[config.mk]
export PLATFORM = sky130hd
export DESIGN_NAME = integer_literal_scanner
export DESIGN_NICKNAME = d
export VERILOG_FILES = /design/src/hdl/lis_pkg.sv /design/src/hdl/lis_acc_step.sv /design/src/hdl/lis_scan_core.sv /design/src/hdl/integer_literal_scanner.sv
export SDC_FILE = /design/constraint.sdc
export NUM_CORES = 1
export LEC_CHECK = 0
export ABC_CLOCK_PERIOD_IN_PS = 7500
export BUFFER_PORTS_ARGS = -buffer_cell sky130_fd_sc_hd__buf_2
export CAP_MARGIN = 30
export CORE_UTILIZATION = 57
export DETAILED_ROUTE_END_ITERATION = 7
export PLACE_DENSITY = 0.89
export SYNTH_ARGS = -nofsm -noshare
export SYNTH_HDL_FRONTEND = slang
export SYNTH_HIERARCHICAL = 1
export SYNTH_SLANG_ARGS = --single-unit
[constraint.sdc]
create_clock -name clk -period 7.5 [get_ports clk]
set_input_delay 0 -clock clk [delete_from_list [all_inputs] [get_ports clk]]
set_output_delay 0 -clock clk [all_outputs]
set_load 0.05 [all_outputs]
[src/hdl/lis_pkg.sv]
// Shared types, codes and helpers for the integer literal scanner.
// No dependencies; every other file in hdl imports this package.

package lis_pkg;

	// Width of the accumulator; results wider than this report overflow.
	localparam int VALUE_WIDTH = 64;
	localparam int OUT_WIDTH   = 64;
	localparam int WIDE_WIDTH  = VALUE_WIDTH + 4;

	localparam logic [7:0] CH_UNDERSCORE = 8'h5F;
	localparam logic [7:0] CH_LOWER_X    = 8'h78;
	localparam logic [7:0] CH_UPPER_X    = 8'h58;
	localparam logic [7:0] CH_LOWER_B    = 8'h62;
	localparam logic [7:0] CH_UPPER_B    = 8'h42;

	// Digit value used to mark a byte that is no digit of any base.
	localparam logic [4:0] NOT_DIGIT = 5'd16;

	typedef enum logic [1:0] {
		RADIX_DEC = 2'd0,
		RADIX_OCT = 2'd1,
		RADIX_HEX = 2'd2,
		RADIX_BIN = 2'd3
	} radix_t;

	typedef enum logic [1:0] {
		STATUS_OK       = 2'd0,
		STATUS_PREFIX   = 2'd1,
		STATUS_DIGIT    = 2'd2,
		STATUS_OVERFLOW = 2'd3
	} status_t;

	typedef struct packed {
		logic [7:0] ch;
		logic       begin_req;
	} byte_beat_t;

	typedef struct packed {
		logic [OUT_WIDTH-1:0] value;
		radix_t               radix;
		status_t              status;
	} lit_beat_t;

	// Outcome of folding one digit into the accumulator.
	typedef struct packed {
		logic [VALUE_WIDTH-1:0] acc_next;
		logic                   overflow;
		logic                   bad_digit;
	} step_t;

	function automatic logic [4:0] digit_of(input logic [7:0] c);
		logic [4:0] d;
		d = NOT_DIGIT;
		if (c inside {[8'h30:8'h39]}) begin
			d = 5'(c - 8'h30);
		end else if (c inside {[8'h61:8'h66]}) begin
			d = 5'(c - 8'h61 + 8'd10);
		end else if (c inside {[8'h41:8'h46]}) begin
			d = 5'(c - 8'h41 + 8'd10);
		end
		return d;
	endfunction

endpackage

[src/hdl/lis_acc_step.sv]
// Multiply-accumulate of one digit in the current base, with exact overflow
// and digit range checks. Depends on lis_pkg.

module lis_acc_step (
	input  logic [lis_pkg::VALUE_WIDTH-1:0] acc,
	input  lis_pkg::radix_t                 radix,
	input  logic [4:0]                      digit,
	output lis_pkg::step_t                  step
);
	import lis_pkg::*;

	logic [WIDE_WIDTH-1:0] wide_acc;
	logic [WIDE_WIDTH-1:0] scaled;
	logic [WIDE_WIDTH-1:0] sum;
	logic [4:0]            base;

	assign wide_acc = WIDE_WIDTH'(acc);

	// Every base is a shift, or for decimal the sum of two shifts.
	always_comb begin
		case (radix)
			RADIX_DEC: begin
				scaled = (wide_acc << 3) + (wide_acc << 1);
				base   = 5'd10;
			end
			RADIX_OCT: begin
				scaled = wide_acc << 3;
				base   = 5'd8;
			end
			RADIX_HEX: begin
				scaled = wide_acc << 4;
				base   = 5'd16;
			end
			RADIX_BIN: begin
				scaled = wide_acc << 1;
				base   = 5'd2;
			end
			default: begin
				scaled = wide_acc;
				base   = 5'd10;
			end
		endcase
	end

	assign sum            = scaled + WIDE_WIDTH'(digit);
	assign step.acc_next  = sum[VALUE_WIDTH-1:0];
	assign step.overflow  = |sum[WIDE_WIDTH-1:VALUE_WIDTH];
	assign step.bad_digit = digit >= base;

endmodule

[src/hdl/lis_scan_core.sv]
// Literal scanning state: phase, base, accumulator and first error, updated
// once per byte. Depends on lis_pkg and lis_acc_step.

module lis_scan_core (
	input  logic                clk,
	input  logic                arst_n,
	input  logic                fire,
	input  lis_pkg::byte_beat_t beat,
	output logic                emit,
	output lis_pkg::lit_beat_t  result
);
	import lis_pkg::*;

	typedef enum logic [1:0] {
		PH_IDLE   = 2'd0,
		PH_ZERO   = 2'd1,
		PH_DIGITS = 2'd2
	} phase_t;

	phase_t                 phase_q, phase_d;
	radix_t                 radix_q, radix_d;
	status_t                err_q, err_d;
	logic [VALUE_WIDTH-1:0] acc_q, acc_d;
	logic [4:0]             digit;
	logic                   take;
	radix_t                 emit_radix;
	step_t                  step;

	assign digit = digit_of(beat.ch);

	lis_acc_step u_step (
		.acc   (acc_q),
		.radix (radix_q),
		.digit (digit),
		.step  (step)
	);

	always_comb begin
		phase_d    = phase_q;
		radix_d    = radix_q;
		err_d      = err_q;
		acc_d      = acc_q;
		take       = 1'b0;
		emit       = 1'b0;
		emit_radix = radix_q;
		if (beat.begin_req) begin
			acc_d = '0;
			err_d = STATUS_OK;
			if (digit >= 5'd10) begin
				phase_d = PH_IDLE;
				radix_d = RADIX_DEC;
			end else if (digit == 5'd0) begin
				phase_d = PH_ZERO;
				radix_d = RADIX_OCT;
			end else begin
				phase_d = PH_DIGITS;
				radix_d = RADIX_DEC;
				acc_d   = VALUE_WIDTH'(digit);
			end
		end else begin
			case (phase_q)
				PH_ZERO: begin
					phase_d = PH_DIGITS;
					if (beat.ch == CH_LOWER_X || beat.ch == CH_UPPER_X) begin
						radix_d = RADIX_HEX;
					end else if (beat.ch == CH_LOWER_B || beat.ch == CH_UPPER_B) begin
						radix_d = RADIX_BIN;
					end else if (digit < 5'd10) begin
						take = 1'b1;
					end else if (digit < NOT_DIGIT || beat.ch == CH_UNDERSCORE) begin
						err_d = STATUS_PREFIX;
					end else begin
						// A lone zero ends here and reads as decimal.
						radix_d    = RADIX_DEC;
						emit_radix = RADIX_DEC;
						emit       = 1'b1;
						phase_d    = PH_IDLE;
					end
				end
				PH_DIGITS: begin
					if (beat.ch == CH_UNDERSCORE) begin
						phase_d = PH_DIGITS;
					end else if (digit < NOT_DIGIT) begin
						take = 1'b1;
					end else begin
						emit    = 1'b1;
						phase_d = PH_IDLE;
					end
				end
				default: begin
					phase_d = phase_q;
				end
			endcase
		end

		// Once an error is recorded, later digits are consumed but change nothing.
		if (take && err_q == STATUS_OK) begin
			if (step.bad_digit) begin
				err_d = STATUS_DIGIT;
			end else if (step.overflow) begin
				err_d = STATUS_OVERFLOW;
			end else begin
				acc_d = step.acc_next;
			end
		end
	end

	assign result.value  = (err_q == STATUS_OK) ? OUT_WIDTH'(acc_q) : '0;
	assign result.radix  = emit_radix;
	assign result.status = err_q;

	always_ff @(posedge clk or negedge arst_n) begin
		if (!arst_n) begin
			phase_q <= PH_IDLE;
			radix_q <= RADIX_DEC;
			err_q   <= STATUS_OK;
			acc_q   <= '0;
		end else if (fire) begin
			phase_q <= phase_d;
			radix_q <= radix_d;
			err_q   <= err_d;
			acc_q   <= acc_d;
		end
	end

endmodule

[src/hdl/integer_literal_scanner.sv]
// Top level of the integer literal scanner: input register, scanning core
// and result register. Depends on lis_pkg and lis_scan_core.

// Takes one ASCII byte per clock cycle and returns one beat per finished
// literal (value, base and status). A byte is held in the input register while
// the scanning core folds it into the accumulator with shifts and an add, and
// the literal's result is captured in the result register when that byte is
// consumed. Throughput is one byte per cycle; the input stalls only when a
// byte that ends a literal meets a result register still held by lit_stall.
// There is no reset sequence beyond the asynchronous reset itself.

module integer_literal_scanner (
	input  logic                clk,
	input  logic                arst_n,
	input  logic                byte_valid,
	output logic                byte_stall,
	input  lis_pkg::byte_beat_t byte_beat,
	output logic                lit_valid,
	input  logic                lit_stall,
	output lis_pkg::lit_beat_t  lit_beat
);
	import lis_pkg::*;

	logic       valid_s1;
	byte_beat_t beat_s1;
	logic       emit;
	logic       advance;
	logic       fire;
	lit_beat_t  result;
	logic       out_valid_q;
	lit_beat_t  out_beat_q;

	lis_scan_core u_core (
		.clk    (clk),
		.arst_n (arst_n),
		.fire   (fire),
		.beat   (beat_s1),
		.emit   (emit),
		.result (result)
	);

	// A byte that produces no result never waits for the output side.
	assign advance    = !emit || !out_valid_q || !lit_stall;
	assign fire       = valid_s1 && advance;
	assign byte_stall = valid_s1 && !advance;

	always_ff @(posedge clk or negedge arst_n) begin
		if (!arst_n) begin
			valid_s1 <= 1'b0;
		end else if (!byte_stall) begin
			valid_s1 <= byte_valid;
		end
	end

	always_ff @(posedge clk) begin
		if (!byte_stall) begin
			beat_s1 <= byte_beat;
		end
	end

	always_ff @(posedge clk or negedge arst_n) begin
		if (!arst_n) begin
			out_valid_q <= 1'b0;
		end else if (fire && emit) begin
			out_valid_q <= 1'b1;
		end else if (!lit_stall) begin
			out_valid_q <= 1'b0;
		end
	end

	always_ff @(posedge clk) begin
		if (fire && emit) begin
			out_beat_q <= result;
		end
	end

	assign lit_valid = out_valid_q;
	assign lit_beat  = out_beat_q;

endmodule

# Word-level counts from Yosys, hierarchy flattened
# Index checks and enable logic that the tools add are counted.
word_totals:
  latch_bits: 0
  mem_bits_ro: 0
  ram_bits: 0
  out_inout_bits: 70
  ff_bits: 149
  memories: 0
classes:
  n_div: 0
  addsub: 7
  muxes: 59
  mul: 0
  bitwise: 0
  n_lt_le_gt_ge: 10
  reduce_logical: 24
  n_eq_ne: 12
  shifts: 0
op_table:
  columns: ["cell", "count"]
  rows:
  - ["64-bit 2-to-1 mux", 5]
  - ["68-bit case mux with 4 select lines", 1]
  - ["67-bit by 65-bit adder with 68-bit output", 1]
  - ["68-bit by 5-bit adder with 68-bit output", 1]
  - ["2-bit 2-to-1 mux", 29]
  - ["8-bit by 7-bit equality test with 1-bit output, second input constant", 5]
  - ["5-bit 2-to-1 mux", 4]
  - ["5-bit case mux with 4 select lines", 1]
  - ["8-bit by 7-bit >= comparator with 1-bit output, second input constant", 2]
  - ["8-bit by 7-bit <= comparator with 1-bit output, second input constant", 2]
  - ["1-bit 2-to-1 mux", 16]
  - ["5-bit by 4-bit adder with 5-bit output, second input constant", 2]
  - ["5-bit by 1-bit subtractor with 5-bit output, second input constant", 2]
  - ["8-bit by 6-bit >= comparator with 1-bit output, second input constant", 1]
  - ["8-bit by 6-bit <= comparator with 1-bit output, second input constant", 1]
  - ["1-bit logical AND", 7]
  - ["2-bit equality test, second input constant", 3]
  - ["5-bit by 4-bit >= comparator with 1-bit output, second input constant", 1]
  - ["5-bit >= comparator", 1]
  - ["5-bit zero test", 1]
  - ["1-bit logical OR", 5]
  - ["5-bit by 4-bit < comparator with 1-bit output, second input constant", 1]
  - ["5-bit < comparator, second input constant", 1]
  - ["5-bit subtractor, second input constant", 1]
  - ["12 further kinds", 18]

# Depth between registers and ports, before layout
# Gate-level depths: netlist of the first run.
logic_depth:
  ltp_word: 19
  ltp_mapped: 31
  mapped_depth_nobuf: 23

# Hierarchy
# Netlist of the first run, hierarchy kept.
modules_own_cells:
  columns: ["module", "instances", "cells_each", "area_each_um2"]
  rows:
  - ["lis_acc_step", 1, 1180, 7702.4]
  - ["lis_scan_core", 1, 451, 3749.8]
  - ["integer_literal_scanner", 1, 88, 2411.1]

# Least setup slack after synthesis of the first run
# No wires, ideal clock.
synth_timing:
  path_type: "register to register"
  startpoint: "register u_core.radix_q[0]"
  endpoint: "register u_core.acc_q[0]"
  n_path_buf: 10
  path_stages_with_launch: 30
  slack_ns: 0.295
  arrival_ns: 7.077
  setup_time_ns: 0.128
  required_ns: 7.372
  path_cell_list: "dfrtp_1 inv_1 ha_1 buf_2 buf_2 buf_1 buf_1 buf_2 buf_1 clkbuf_1 clkbuf_1 buf_1 o21ai_0 ha_1 a21o_1 a21o_1 nand2_1 nor4_2 and4b_1 nor4b_4 nor4b_4 nand3_2 or3_1 o31a_1 nor2_1 nand2_1 a2111oi_4 buf_4 mux2i_1 o21ai_0"
synth_rtl:
  columns: ["element", "line", "source"]
  rows:
  - ["from (decl)", "lis_scan_core.sv:21", "radix_t radix_q, radix_d;"]
  - ["from (signal assigned)", "lis_scan_core.sv:120", "radix_q <= radix_d;"]
  - ["to (signal assigned)", "lis_scan_core.sv:117", "acc_q <= '0;"]
  - ["to (signal assigned)", "lis_scan_core.sv:122", "acc_q <= acc_d;"]
  - ["to (decl)", "lis_scan_core.sv:23", "logic [VALUE_WIDTH-1:0] acc_q, acc_d;"]

==> reports/results.ini, run 1 <==
[worst_setup_path]
critPathTopFamily = simple AND/OR/NAND/NOR gates
crit_path_end_kind = flop
cp.required_ps = 7770
path_depth = 25
critPathMaxStageDelay_ps = 530
critical_path_class = reg -> reg
crit_slowest_cell = buf_4
crit_path_end = u_core/acc_q[29]
worstRegToRegCells = 25
path_max_fanout = 66
r2r_start = beat_s1[1]
critPathBufInv = 4
r2r_setup_slack_ps = 370
setup.worst_path.start = beat_s1[1]
cp.arrival_ps = 7400
r2r-end = u_core/acc_q[29]
crit_path_start_kind = flop

[yosys]
synth_nets = 1814
avgSynthCellArea_sq_um = 8.06
yosysTopAreaCellShare_pct = 16.7
yosysSeqAreaShare_pct = 29.7
ys_types = 94
synth_edf_count = 77
ys_warn_count = 6
synth.most_common_cell = nand2_1
yosysTopAreaCell = edfxtp_1
netlist_top_cells_count = 289 x nand2_1, 132 x o21ai_0, 126 x a21oi_1, 126 x nor2_1, 81 x and2_1
synth_compound_area_share_pct = 25.5
synth_flop_cell = edfxtp_1
synthArstFlopShare_pct = 48.3
syn_area_sq_um = 13900
yosys.area_share.adder_pct = 7.51
synth_cells = 1719
synth_seq_cells = 149
synth_area_leaders = edfxtp_1 17%, dfrtp_1 13%, nand2_1 7.8%
synthMuxAreaShare_pct = 1.53
synth_top_family_by_area = simple AND/OR/NAND/NOR gates
synth_simple_gate_area_share_pct = 26.4
synth_xor_area_share_pct = 5.43

[routing]
wirelength_um = 43100
via_per_inst = 6.84
dr.first_iter.drc_count = 2147
antenna_left = 0
vias = 14200
drtPass1Iterations = 8
drc = 2
wl_per_cell_um = 20.7

[clocking]
insertion_delay_ps = 440
path_clk_slew_ps = 70
clk_path_buf_depth = 2
cts-buffers-inserted = 17
cts.sink_count = 149
tritoncts = done
ctsHoldBuffers = 12
post_cts_resize_count = 0
cts_setup_buffers = 0
h-tree-depth = 4
root_buffer = clkbuf_16

[timing]
finalSetupViolCount = 0
relSlewSlack_pct = 38.2
max_freq_ghz = 0.140
rsz0062_at_grt = false
tns_ps = 0
final_max_slew_viol_count = 0
tightest_slew_ps = 922
final.min_clock_period_ps = 7130
finClkSkew_ps = 10.6
fin_crit_sh_pct = 95.1
hold_viol = 0

[layout]
syn2layout_area_growth_pct = 9.45
drive_gt1_share_pct = 10.0
antenna_cells = 0
fin_nets = 1846
design_area_sq_um = 15200

[power_and_ir_drop]
combPwrFrac_pct = 7.8
switching_power_mw = 0.500
pwr-share-clk_pct = 46.1
leakage_nw = 5.92
seqPwrFrac_pct = 46.0
p_int_mw = 1.41
power_density_nw_per_um2 = 126
switching_share_pct = 26.2
peakVddDrop_mv = 0.139

[placement]
placed_area_sq_um = 14400
place_congestion = 1.00
dpl.hpwl_um = 30800
portBuffers = 82

[floorplan]
num_rows = 56
die_h_um = 158
pin_count = 83
start_util_pct = 58.5
core_area_sq_um = 23700
die_w_um = 158
dieArea_sq_um = 24900

[global_routing]
grt_pass1_wl_um = 67900
grt_overflow = 0
grt_pass1_vias = 13000
antenna_found_initial = 0
grt_max_degree = 73
track_usage_pct = 34.5

[min_path]
hp-class = in -> async

[status]
status = finished with violations
violations = DRC

[job]
maxCapViolCount = 0

## metrics by stage
| stage | power [mW] | hold slack [ps] | instances | utilization [%] | worst slack (ps) |
|---|---|---|---|---|---|
| floorplan | 0.986 | -296 | 1719 | - | 295 |
| global placement | 1.02 | 177 | 2034 | 60.8 | 1090 |
| detailed placement | 1.03 | 178 | 2037 | 60.9 | 631 |
| CTS | 1.90 | 268 | 2081 | 63.9 | 626 |
| global route | 1.95 | 112 | 2083 | 64.1 | 59.0 |
| finish | 1.91 | 83.0 | 2083 | 64.1 | 369 |
## final cells by class
cell class / count / area (sq um)
multi-input combinational: 1440 / 9240
fill: 2048 / 8510
tap: 319 / 399
sequential: 149 / 4110
clock buffer: 18 / 429
inverter: 31 / 116
clock inverter: 14 / 151
timing repair buffer: 112 / 726
## power groups by stage
stage / clock (mW) / combinational [mW] / sequential (mW)
2_1_floorplan: 0 / 0.0794 / 0.907
3_3_place_gp: 0 / 0.129 / 0.894
3_5_place_dp: 0 / 0.140 / 0.894
4_1_cts: 0.881 / 0.145 / 0.878
5_1_grt: 0.914 / 0.162 / 0.879
6_report: 0.879 / 0.150 / 0.878
## worst register-to-register path: stages, from the launching register on
cell and delay [ps]:
edfxtp_1 480, inv_1 180, ha_1 230, or3b_1 420, and4_1 220, nor2_1 100, buf_4 180, nor2_1 100
ha_1 340, a21o_1 130, a21o_1 150, a21o_1 150, nand2_1 120, nor4_2 510, and4b_1 450, nor4b_4 250
buf_4 200, nor4b_4 460, nand3_2 220, or3_1 360, o31a_1 300, nor2_1 160, nand2_1 110, a2111oi_4 330
buf_4 530, o21ai_0 300
## state kept, by name, indices dropped and copies added, names as in the netlist
name,cells
beat_s1,9
lit_beat,68
lit_valid,1
u_core/acc_q,64
u_core/err_q,2
u_core/phase_q,2
u_core/radix_q,2
valid_s1,1
## routing by layer
metal | part of all wire, % | vias to the layer above | global-route usage, %
li1 | - | 6485 | -
met4 | 2.4 | 0 | 12.2
met2 | 46 | 895 | 55.8
met5 | 0 | - | 0
met1 | 42 | 6766 | 47.6
met3 | 9.8 | 96 | 3.78
## how the worst min path moves through the flow
stage / from / to / slack [ps] / depth (start not counted)
final: arst_n / u_core/acc_q[12] / 80 / 2
after floorplan: arst_n / lit_valid / -300 / 0
after CTS: byte_beat[8] / beat_s1[8] / 270 / 2
after detailed placement: byte_beat[6] / beat_s1[6] / 180 / 1
after global placement: byte_beat[7] / beat_s1[7] / 180 / 1
after global routing: arst_n / u_core/acc_q[12] / 110 / 2
## kinds of logic (layout without fill, tap and decap cells)
group | after synthesis | after routing
flops | 149 | 149
xor+xnor | 86 | 86
simple gates | 729 | 729
buf+inv | 130 | 175
mux | 21 | 21
fa+ha+maj | 82 | 82
compound gates | 522 | 522
## layout by cell type, fill, tap and decap left out, types with 8 or more instances in the layout
master	Yosys	layout
nand2_1	289	288
o21ai_0	132	132
a21oi_1	126	125
nor2_1	126	125
buf_2	25	81
and2_1	81	81
edfxtp_1	77	77
ha_1	80	76
dfrtp_1	72	72
a222oi_1	51	51
xnor2_1	50	50
nand4_1	39	39
nand3_1	38	38
nor3_1	38	38
xor2_1	36	36
inv_1	31	30
o21ai_1	24	24
mux2i_1	20	20
nand2b_1	19	19
a21o_1	19	19
or3_1	18	18
a22oi_1	18	18
clkbuf_16	0	17
a31oi_1	15	15
a211oi_1	14	14
buf_4	3	13
o21a_1	13	13
dlygate4sd3_1	0	12
o21bai_1	12	12
nor4_1	11	11
nor2b_1	10	10
a211o_1	9	9
o211ai_1	9	9
and3_1	8	8
Power figures use the tool's default switching activity.
==> run 2, diff against run 1 <==
ABC_CLOCK_PERIOD_IN_PS = 8970   (was 7500)
CORE_UTILIZATION = 62   (was 57)
PLACE_DENSITY = 0.92   (was 0.89)
clock period = 8.97 ns   (was 7.5 ns; I/O delays follow)
==> run 2 against run 1 <==
  * The run still ends with DRC left
  * Worst setup slack improved by 1300 ps
  * Power decreased by 14%
  * Critical path depth decreased by 4
  * Core utilization increased by 4.9 points
  * Clock skew increased by 1.9 ps
==> reports/results.ini, run 2 (synthesis gave the netlist of run 1 again) <==
[power_and_ir_drop]
peakVddDrop_mv = 0.102  ; was 0.139 mV
power_density_nw_per_um2 = 109  ; was 126 nW/um^2
power.total_mw = 1.65  ; was 1.91 mW
leakage_nw = 5.93  ; was 5.92 nW

[clocking]
path_clk_slew_ps = 60  ; was 70 ps
clk_path_buf_depth = 2  ; unchanged
insertion_delay_ps = 440  ; about the same
tritoncts = done  ; unchanged
post_cts_resize_count = 0  ; unchanged
cts_setup_buffers = 0  ; unchanged
h-tree-depth = 4  ; unchanged
root_buffer = clkbuf_16  ; unchanged
cts-buffers-inserted = 17  ; unchanged
ctsHoldBuffers = 12  ; unchanged
cts.sink_count = 149  ; unchanged

[placement]
dp_slack_ps = 2030  ; was 631 ps
place_congestion = 1.00  ; about the same
portBuffers = 82  ; unchanged
dpl.hpwl_um = 30100  ; was 30800 um

[worst_setup_path]
crit_chain = ha_2 -> nor2_1 -> nor2b_1 -> ha_1 -> fa_1 -> a21o_1 -> a21oi_1 -> nor2b_1 -> nand3_1 -> or3_1 -> nand4bb_1 -> nor4_2 -> nand4_1 -> mux2i_1 -> o31a_1 -> nor2_1 -> nand2_1 -> a2111oi_4 -> buf_4 -> nor2b_1 -> o22ai_1
critPathBufInv = 1  ; was 4
cp.arrival_ps = 7650  ; was 7400 ps
cp_common_cell = nor2b_1
path_max_fanout = 69  ; was 66
critical_path_class = reg -> reg  ; unchanged
r2r_setup_slack_ps = 1620  ; was 370 ps
critPathTopFamily = simple AND/OR/NAND/NOR gates  ; unchanged
crit_path_start_kind = flop  ; unchanged
r2r-end = u_core/acc_q[2]  ; was u_core/acc_q[29]
crit_slowest_cell = nor4_2  ; was buf_4
critPathMaxStageDelay_ps = 1070  ; was 530 ps
path_depth = 21  ; was 25
cp.required_ps = 9270  ; was 7770 ps
r2r_start = u_core/radix_q[1]  ; was beat_s1[1]
worstRegToRegCells = 21  ; was 25
crit_path_end_kind = flop  ; unchanged

[layout]
final_cell_mix = 288 x nand2_1, 132 x o21ai_0, 125 x a21oi_1, 125 x nor2_1  ; unchanged
antenna_cells = 0  ; unchanged
drive_gt1_share_pct = 9.84  ; was 10.0%
nFillCells = 1664  ; was 2048
final_common_cell = nand2_1  ; unchanged
fin_nets = 1841  ; was 1846
final_util_pct = 69.0  ; was 64.1%
largest_register_ffs = 68  ; unchanged
syn2layout_area_growth_pct = 8.98  ; was 9.45%

[timing]
rsz0062_at_grt = false  ; unchanged
tns_ps = 0  ; unchanged
max_freq_ghz = 0.136  ; was 0.140 GHz
relSlewSlack_pct = 21.7  ; was 38.2%
finClkSkew_ps = 12.5  ; was 10.6 ps
post-route-worst-setup-slack_ps = 1620  ; was 369 ps
final.min_clock_period_ps = 7350  ; was 7130 ps
hold_viol = 0  ; unchanged
finalSetupViolCount = 0  ; unchanged
final_max_slew_viol_count = 0  ; unchanged
fin_crit_sh_pct = 81.9  ; was 95.1%
tightest_slew_ps = 1160  ; was 922 ps
whs_ps = 80.7  ; was 83.0 ps

[global_routing]
grt_overflow = 0  ; unchanged
antenna_found_initial = 1  ; was 0
grt_max_degree = 73  ; unchanged
track_usage_pct = 38.6  ; was 34.5%
grt_pass1_wl_um = 69200  ; was 67900 um
grt_pass1_vias = 13300  ; was 13000

[floorplan]
core_area_sq_um = 21900  ; was 23700 sq um
num_rows = 54  ; was 56
die_h_um = 152  ; was 158 um
dieArea_sq_um = 23000  ; was 24900 sq um
start_util_pct = 63.3  ; was 58.5%
pin_count = 83  ; unchanged
die_w_um = 152  ; was 158 um

[routing]
antenna_left = 0  ; unchanged
vias = 14400  ; was 14200
via_per_inst = 7.06  ; was 6.84
wirelength_um = 43800  ; was 43100 um
drtPass1Iterations = 8  ; unchanged
dr.first_iter.drc_count = 2195  ; was 2147
wl_per_cell_um = 21.5  ; was 20.7 um
drc = 2  ; unchanged

[min_path]
hp-class = in -> async  ; unchanged

[status]
violations = DRC  ; unchanged
status = finished with violations  ; unchanged

[job]
maxCapViolCount = 0  ; unchanged

==> run 2: layer usage <==
layer	GRT usage, %	share of wire, %
met1	50.7	40
met3	6.95	10
met5	0	0.023
met2	62.2	46
met4	16.7	3.9
==> run 2: through the flow <==
step | instance area [sq um] | instances
6_report | 15100 | 2039
5_1_grt | 15100 | 2039
4_1_cts | 15100 | 2038
3_5_place_dp | 14300 | 1994
3_3_place_gp | 14300 | 1992
2_1_floorplan | 13900 | 1719
==> run 2: power breakdown <==
part	leakage, nW	switching (mW)	internal (mW)
Sequential	1.78	0.00855	0.726
Clock	0.312	0.304	0.482
Combinational	3.84	0.0874	0.0381
Total	5.93	0.400	1.25
==> run 2: layout make-up <==
type	count	area, sq um	area share (%)
well taps	280	350	2.32
multi-input cells	1440	9240	61.1
inverters	31	116	0.770
clock buffers	21	460	3.05
flip-flops and latches	149	4110	27.2
clock inverters	11	170	1.13
repair buffers	107	659	4.36
==> run 2: how the worst max path moves through the flow <==
stage | end | startpoint
after CTS | u_core/acc_q[0] | beat_s1[1]
after detailed placement | u_core/acc_q[0] | beat_s1[1]
final | u_core/acc_q[2] | u_core/radix_q[1]
after global placement | u_core/acc_q[0] | beat_s1[1]
after global routing | u_core/acc_q[0] | u_core/radix_q[1]
after floorplan | u_core/acc_q[0] | u_core/radix_q[0]
